===== config.mk =====
export PLATFORM = sky130hd
export DESIGN_NAME = umc_ctrl
export DESIGN_NICKNAME = d
export VERILOG_FILES = /design/src/sv/umc_pkg.sv /design/src/sv/umc_ctrl.sv
export SDC_FILE = /design/constraint.sdc
export NUM_CORES = 1
export LEC_CHECK = 0
export ABC_AREA = 1
export BUFFER_PORTS_ARGS = -buffer_cell sky130_fd_sc_hd__buf_4
export CAP_MARGIN = 30
export CELL_PAD_IN_SITES_DETAIL_PLACEMENT = 1
export CELL_PAD_IN_SITES_GLOBAL_PLACEMENT = 2
export CORE_MARGIN = 1.5
export CORE_UTILIZATION = 24
export DETAILED_ROUTE_END_ITERATION = 8
export GPL_ROUTABILITY_DRIVEN = 0
export GPL_TIMING_DRIVEN = 0
export PLACE_DENSITY = 0.89
export SYNTH_ARGS = -nofsm -noshare
export SYNTH_HDL_FRONTEND = slang
export SYNTH_SLANG_ARGS = --single-unit

===== constraint.sdc =====
create_clock -name clk -period 1.8 [get_ports clk]
set_clock_uncertainty 0.15 [all_clocks]
set_input_delay 0.18 -clock clk [delete_from_list [all_inputs] [get_ports clk]]
set_output_delay 0.18 -clock clk [all_outputs]
set_load 0.1 [all_outputs]

===== src/sv/umc_pkg.sv =====
// Shared types and constants for the universal machine core.
// Holds the controller/datapath action codes, opcodes, status and fault codes.
// No dependencies.
`timescale 1ns / 1ps
`default_nettype none
package umc_pkg;

	localparam int REG_COUNT = 8;
	localparam int RIDX_W    = 3;
	localparam int WORD_W    = 32;
	localparam int LADDR_W   = 12;
	localparam int IN_DATA_W  = 48;
	localparam int OUT_DATA_W = 16;

	// opcodes
	localparam logic [3:0] OP_CMOV   = 4'd0;
	localparam logic [3:0] OP_LOAD   = 4'd1;
	localparam logic [3:0] OP_STORE  = 4'd2;
	localparam logic [3:0] OP_ADD    = 4'd3;
	localparam logic [3:0] OP_MUL    = 4'd4;
	localparam logic [3:0] OP_DIV    = 4'd5;
	localparam logic [3:0] OP_NAND   = 4'd6;
	localparam logic [3:0] OP_MAP    = 4'd8;
	localparam logic [3:0] OP_UNMAP  = 4'd9;
	localparam logic [3:0] OP_OUT    = 4'd10;
	localparam logic [3:0] OP_LDPROG = 4'd12;
	localparam logic [3:0] OP_IMM    = 4'd13;

	// run status
	localparam logic [1:0] ST_RUN   = 2'd0;
	localparam logic [1:0] ST_HALT  = 2'd1;
	localparam logic [1:0] ST_FAULT = 2'd2;

	// fault codes
	localparam logic [2:0] F_NONE   = 3'd0;
	localparam logic [2:0] F_ACCESS = 3'd1;
	localparam logic [2:0] F_DIV0   = 3'd2;
	localparam logic [2:0] F_NOID   = 3'd3;
	localparam logic [2:0] F_BIG    = 3'd4;
	localparam logic [2:0] F_PC     = 3'd5;

	// datapath actions
	localparam int ACT_W = 5;
	localparam logic [ACT_W-1:0] ACT_NONE   = 5'd0;
	localparam logic [ACT_W-1:0] ACT_LATCH  = 5'd1;
	localparam logic [ACT_W-1:0] ACT_WPROG  = 5'd2;
	localparam logic [ACT_W-1:0] ACT_FETCH  = 5'd3;
	localparam logic [ACT_W-1:0] ACT_IRW    = 5'd4;
	localparam logic [ACT_W-1:0] ACT_RDB    = 5'd5;
	localparam logic [ACT_W-1:0] ACT_RDC    = 5'd6;
	localparam logic [ACT_W-1:0] ACT_RDD    = 5'd7;
	localparam logic [ACT_W-1:0] ACT_LOOK   = 5'd8;
	localparam logic [ACT_W-1:0] ACT_EXEC   = 5'd9;
	localparam logic [ACT_W-1:0] ACT_LOADW  = 5'd10;
	localparam logic [ACT_W-1:0] ACT_MULW   = 5'd11;
	localparam logic [ACT_W-1:0] ACT_DIV    = 5'd12;
	localparam logic [ACT_W-1:0] ACT_DIVW   = 5'd13;
	localparam logic [ACT_W-1:0] ACT_POPW   = 5'd14;
	localparam logic [ACT_W-1:0] ACT_ZERO   = 5'd15;
	localparam logic [ACT_W-1:0] ACT_MAPFIN = 5'd16;
	localparam logic [ACT_W-1:0] ACT_COPY   = 5'd17;
	localparam logic [ACT_W-1:0] ACT_JUMP   = 5'd18;
	localparam logic [ACT_W-1:0] ACT_ADV    = 5'd19;
	localparam logic [ACT_W-1:0] ACT_FIN    = 5'd20;

	typedef struct packed {
		logic [ACT_W-1:0] act;
	} umc_cmd_t;

	typedef struct packed {
		logic       req_exec;
		logic       stopped;
		logic [3:0] op;
		logic       pc_bad;
		logic       acc_ok;
		logic       rc_zero;
		logic       map_big;
		logic       pop_ok;
		logic       fresh_ok;
		logic       unmap_ok;
		logic       src_zero;
		logic       src_ok;
		logic       sweep_done;
		logic       div_last;
		logic       out_free;
	} umc_stat_t;

endpackage
`default_nettype wire


===== src/sv/umc_ctrl.sv =====
// Sequencing state machine of the universal machine core.
// Depends on umc_pkg for action codes, opcodes and the status struct.
`timescale 1ns / 1ps
`default_nettype none
module umc_ctrl
	import umc_pkg::*;
(
	input  wire logic      clk,
	input  wire logic      arst_n,
	input  wire logic      s_axis_tvalid,
	output logic           s_axis_tready,
	input  wire umc_stat_t stat,
	output umc_cmd_t       cmd
);

	localparam logic [4:0] S_IDLE   = 5'd0;
	localparam logic [4:0] S_DISP   = 5'd1;
	localparam logic [4:0] S_WPROG  = 5'd2;
	localparam logic [4:0] S_FETCH  = 5'd3;
	localparam logic [4:0] S_IRW    = 5'd4;
	localparam logic [4:0] S_RDB    = 5'd5;
	localparam logic [4:0] S_RDC    = 5'd6;
	localparam logic [4:0] S_RDD    = 5'd7;
	localparam logic [4:0] S_LOOK   = 5'd8;
	localparam logic [4:0] S_EXEC   = 5'd9;
	localparam logic [4:0] S_LOADW  = 5'd10;
	localparam logic [4:0] S_MULW   = 5'd11;
	localparam logic [4:0] S_DIV    = 5'd12;
	localparam logic [4:0] S_DIVW   = 5'd13;
	localparam logic [4:0] S_POPW   = 5'd14;
	localparam logic [4:0] S_ZERO   = 5'd15;
	localparam logic [4:0] S_MAPFIN = 5'd16;
	localparam logic [4:0] S_COPY   = 5'd17;
	localparam logic [4:0] S_JUMP   = 5'd18;
	localparam logic [4:0] S_ADV    = 5'd19;
	localparam logic [4:0] S_FIN    = 5'd20;

	logic [4:0] state_q, state_d;

	assign s_axis_tready = (state_q == S_IDLE);

	always_comb begin
		state_d = state_q;
		cmd.act = ACT_NONE;
		unique case (state_q)
			S_IDLE: begin
				if (s_axis_tvalid) begin
					cmd.act = ACT_LATCH;
					state_d = S_DISP;
				end
			end
			S_DISP: begin
				priority if (!stat.req_exec) state_d = S_WPROG;
				else if (stat.stopped)       state_d = S_FIN;
				else                         state_d = S_FETCH;
			end
			S_WPROG: begin
				cmd.act = ACT_WPROG;
				state_d = S_FIN;
			end
			S_FETCH: begin
				cmd.act = ACT_FETCH;
				state_d = stat.pc_bad ? S_FIN : S_IRW;
			end
			S_IRW: begin
				cmd.act = ACT_IRW;
				state_d = S_RDB;
			end
			S_RDB: begin
				cmd.act = ACT_RDB;
				state_d = S_RDC;
			end
			S_RDC: begin
				cmd.act = ACT_RDC;
				state_d = S_RDD;
			end
			S_RDD: begin
				cmd.act = ACT_RDD;
				state_d = S_LOOK;
			end
			S_LOOK: begin
				cmd.act = ACT_LOOK;
				state_d = S_EXEC;
			end
			S_EXEC: begin
				cmd.act = ACT_EXEC;
				unique case (stat.op)
					OP_CMOV, OP_ADD, OP_NAND, OP_OUT, OP_IMM: state_d = S_ADV;
					OP_LOAD:   state_d = stat.acc_ok ? S_LOADW : S_FIN;
					OP_STORE:  state_d = stat.acc_ok ? S_ADV : S_FIN;
					OP_MUL:    state_d = S_MULW;
					OP_DIV:    state_d = stat.rc_zero ? S_FIN : S_DIV;
					OP_MAP: begin
						priority if (stat.map_big) state_d = S_FIN;
						else if (stat.pop_ok)      state_d = S_POPW;
						else if (stat.fresh_ok)    state_d = S_ZERO;
						else                       state_d = S_FIN;
					end
					OP_UNMAP:  state_d = stat.unmap_ok ? S_ADV : S_FIN;
					OP_LDPROG: begin
						priority if (stat.src_zero) state_d = S_JUMP;
						else if (stat.src_ok)       state_d = S_COPY;
						else                        state_d = S_FIN;
					end
					default:   state_d = S_FIN;
				endcase
			end
			S_LOADW: begin
				cmd.act = ACT_LOADW;
				state_d = S_ADV;
			end
			S_MULW: begin
				cmd.act = ACT_MULW;
				state_d = S_ADV;
			end
			S_DIV: begin
				cmd.act = ACT_DIV;
				if (stat.div_last) state_d = S_DIVW;
			end
			S_DIVW: begin
				cmd.act = ACT_DIVW;
				state_d = S_ADV;
			end
			S_POPW: begin
				cmd.act = ACT_POPW;
				state_d = S_ZERO;
			end
			S_ZERO: begin
				cmd.act = ACT_ZERO;
				if (stat.sweep_done) state_d = S_MAPFIN;
			end
			S_MAPFIN: begin
				cmd.act = ACT_MAPFIN;
				state_d = S_ADV;
			end
			S_COPY: begin
				cmd.act = ACT_COPY;
				if (stat.sweep_done) state_d = S_JUMP;
			end
			S_JUMP: begin
				cmd.act = ACT_JUMP;
				state_d = S_FIN;
			end
			S_ADV: begin
				cmd.act = ACT_ADV;
				state_d = S_FIN;
			end
			S_FIN: begin
				cmd.act = ACT_FIN;
				if (stat.out_free) state_d = S_IDLE;
			end
			default: state_d = S_IDLE;
		endcase
	end

	always_ff @(posedge clk or negedge arst_n) begin
		if (!arst_n) begin
			state_q <= S_IDLE;
		end else begin
			state_q <= state_d;
		end
	end

endmodule
`default_nettype wire


==> Yosys cells after proc, flatten, opt, wreduce, memory -nomap -nowiden <==
Cells that the tools add are included.
{ "op_classes": {"n_reduce_logical": 6, "n_eq_ne": 36, "mux": 21} }
{ "ops": {"columns": ["operator", "count"], "rows": [
  ["$pmux W5 S20", 1],
  ["$pmux W5 S16", 1],
  ["$mux W5", 13],
  ["$eq A5 B4 Y1 const B", 8],
  ["$pmux W5 S8", 1],
  ["$eq A5 B5 Y1 const B", 5],
  ["$eq A4 B4 Y1 const B", 5],
  ["$eq A5 B3 Y1 const B", 4],
  ["$eq A4 B3 Y1 const B", 3],
  ["$mux W3", 4],
  ["$eq A5 B2 Y1 const B", 2],
  ["$ne A2 B2 Y1 const B", 5],
  ["$eq A4 B2 Y1 const B", 2],
  ["$eq A5 B1 Y1 const B", 1],
  ["$logic_not A5 Y1", 1],
  ["$reduce_and A5 Y1", 1],
  ["$reduce_or A5 Y1", 1],
  ["$eq A4 B1 Y1 const B", 1],
  ["$logic_not A4 Y1", 1],
  ["$reduce_or A4 Y1", 1],
  ["$reduce_or A3 Y1", 1],
  ["$mux W1", 1]
]} }
{ "word_totals": {"out_inout_bits": 6, "register_bits": 5, "elab_cells": 64} }

==> Depth between registers and ports, before layout <==
{ "logic_depth": {"word_depth": 5, "depth_mapped": 12} }

==> Worst setup path after synthesis <==
Ideal clock, no wire load.
{ "synth_path": {"path_kind": "register to output", "from": "register state_q[2]", "to": "output cmd[4] (netlist name)", "stages_incl_launch_ff": 5, "t_required_ps": 1470, "setup_slack_ps": -1424, "arrival_time_ps": 2894, "path_cell_list": "dfrtp_1 > inv_1 > nor2_2 > nand2_1 > o21ai_0"} }
{ "synth_lines": {"columns": ["item", "line", "rtl"], "rows": [
  ["start, declared", "umc_ctrl.sv:38", "logic [4:0] state_q, state_d;"],
  ["start signal, assigned", "umc_ctrl.sv:160", "state_q <= state_d;"],
  ["end, declared", "umc_ctrl.sv:13", "output umc_cmd_t cmd"]
]} }

==> run metrics <==
routing usage on met3=3.25%; Tot Pwr=0.00350 W; antenna violations before repair=0; Post-Route WL=4.75 mm; Final Non-Filler Cells=293; met1 GRT Util=25.1%; CP required=1.47 ns; fraction of layout cells with a size suffix above 1=46.5%; die width=65.3 um; clock root cell=clkbuf_8; Post-DRT Antenna Nets=0; I/O Buffers=26; Final Core Density=47.4%; number of global-route vias before repair=1466; post-synthesis net count=202; Hold Path Sink=state_q[1]; Seq/Total Area, Yosys=13.4%; Mapped Cells=181; Setup Crit Path Kind=reg2out; Reg clk slew, reported paths=0.04 ns; Slew Limit Fails=0; synth warn=0; Starting Density=25.3%; failing checks=negative setup slack; Final #Nets=267; Post-Synthesis Cell Area=932 um2; Inst Count DP=255; minimum clock period=1.94 ns; pre-CTS WS=-0.229 ns; placed cell areas=0.00125 mm2; Leak=0.932 nW; gr ovfl total=0; core area=0.00369 mm2; Vias=1439; GR Util All Layers=22.5%; CP endpoint kind=output port; clk buf depth=2; initial DRC count=42; FF-to-FF Start=state_q[1]; setup slack, reg-to-reg=-0.05 ns; largest net degree at the start of global routing=8; GR Util met2=41.3%; global routing's busiest layer=met2; Max Clock Freq=0.516 GHz; top cell type's share of synthesized area=26.2%; Remaining DRCs=0; power per cell area=2000 mW/mm2; hold-critical path depth=4; FF-to-FF path depth=12; CTS H-tree depth=1; biggest regs=state_q x5; worst vdd ir=0.000556 V; Biggest register=state_q; number of distinct library cells after synthesis=19; syn_area_per_cell=5.15 um2; period utilization=108%; antenna cells=0; critical path's largest stage delay=0.48 ns; Fin. Hold Viols=0; Storage cell area=130 um2; Seq cells post-synth=5; routed len/inst=16.2 um; die area=0.00427 mm2; flip-flop count of the largest register after layout=5; setup ws final=-0.139 ns; vias per cell=4.91; Slowest-stage cell, CP=dfrtp_2; RSZ-0062 raised after global routing=yes; Worst Tran Pin Value=0.355 ns; Startpoint Class=flip-flop; worst-path fanout max=5; top post-synthesis cells by area=nand2_1 (26%), dfrtp_1 (13%), nor2_1 (10%), inv_1 (9.3%), nand3_1 (8.1%); area leader, netlist=nand2_1; CTS sink cnt=5; Critical R2R Capture=state_q[4]; Cell Chain, Critical Path=nor2_4 -> nand2_2 -> nor2_4 -> a21oi_1 -> nand3_4 -> buf_12; most frequent CP cell=nor2_4; Relative slew margins=76.2%; first-pass GRT wire length=7.25 mm; commonest non-fill, non-tap cell in the layout=nand2_1; CTS Buf Count=3; area of the multi-input gates=863 um2; most frequent cells in the layout=nand2_1 (59), buf_4 (51), nor2_1 (21); CTS tree=yes; Filler cells=502; Top Ports=27; Arrival @ worst endpoint=1.61 ns; DP Wirelength=2.60 mm; hold wc startpoint=stat[2]; Row Count=22; Die Span Y=65.3 um; cell area after layout=0.00175 mm2; area delta synth->final=87.4%; # Max-Cap Violations=0; outcome=finished, violations left; drt pass-1 iters=4; worst min path class=in2reg; Final setup viols=9; worst skew pair latency=0.22 ns
## where the power goes
group / switching, W / internal [W] / leakage, nW
Clock: 0.0000589 / 0.000152 / 0.0228
Combinational: 0.00182 / 0.00116 / 0.850
Sequential: 0.000130 / 0.000174 / 0.0592
## repair_timing
item | CTS | global route
hold buffers | 1 | 0
pin swaps | 10 | 12
setup endpoints to repair | 7 | 11
gates resized for setup | 42 | 12
endpoints found under the hold margin | 5 | 0
setup buffers | 25 | 8
## layer usage
metal  share of wire [%]  routed length (um)
met1                  39                1840
met2                  53                2540
met3                 3.0                 144
met4                 4.8                 229
met5                   0                   0
## critical path: cells and delay by family (launching register included)
kind                   cells  cell delay, ns
DFF                        1            0.48
and+or+nand+nor            4            0.61
buffers and inverters      1            0.17
AOI/OAI and AO/OA          1            0.10
## logic make-up (layout without fill, tap and decap cells)
kind of cell    after synthesis  after routing  share of synthesized area, %
flops                         5              5                          13.4
simple gates                133            133                          66.4
compound gates               14             14                          8.05
buf+inv                      29             93                          12.1
## cell usage after synthesis
master	count
buf_4	1
o2111ai_1	1
nand2_2	4
a21oi_1	6
a31oi_1	1
nor2_4	5
nand3_2	1
nand3_1	15
nor3_1	2
o21ai_0	6
inv_2	5
nor2_1	25
inv_1	23
nor2_2	8
nor4_1	1
nand2_4	1
dfrtp_1	5
nand4_1	6
nand2_1	65
## worst max-delay path by stage
| stage | start | end | slack (ns) | cells past startpoint |
|---|---|---|---|---|
| 3_5_place_dp | state_q[2] | cmd[0] | -0.23 | 7 |
| 2_1_floorplan | state_q[2] | cmd[4] | -0.20 | 4 |
| 3_3_place_gp | state_q[2] | cmd[0] | -0.20 | 7 |
| 4_1_cts | state_q[3] | cmd[0] | -0.07 | 8 |
| 6_report | state_q[2] | cmd[0] | -0.14 | 6 |
| 5_1_grt | state_q[2] | cmd[0] | -0.16 | 6 |
## through the flow
step | setup TNS, ns | hold slack (ns)
3_3_place_gp | -0.287 | -0.165
5_1_grt | -0.969 | 0.139
6_report | -0.448 | 0.108
4_1_cts | -0.128 | 0.0794
2_1_floorplan | -0.492 | -0.266
3_5_place_dp | -0.368 | -0.164
## cell type report
class                           count  area share (%)
Sequential cell                     5            7.45
Multi-Input combinational cell    147            49.4
Buffer                              1           0.645
Clock buffer                        4            2.58
Tap cell                           48            3.44
Timing Repair Buffer               60            29.9
Inverter                           28            6.59
No activity file was read; power rests on OpenSTA's default activity.
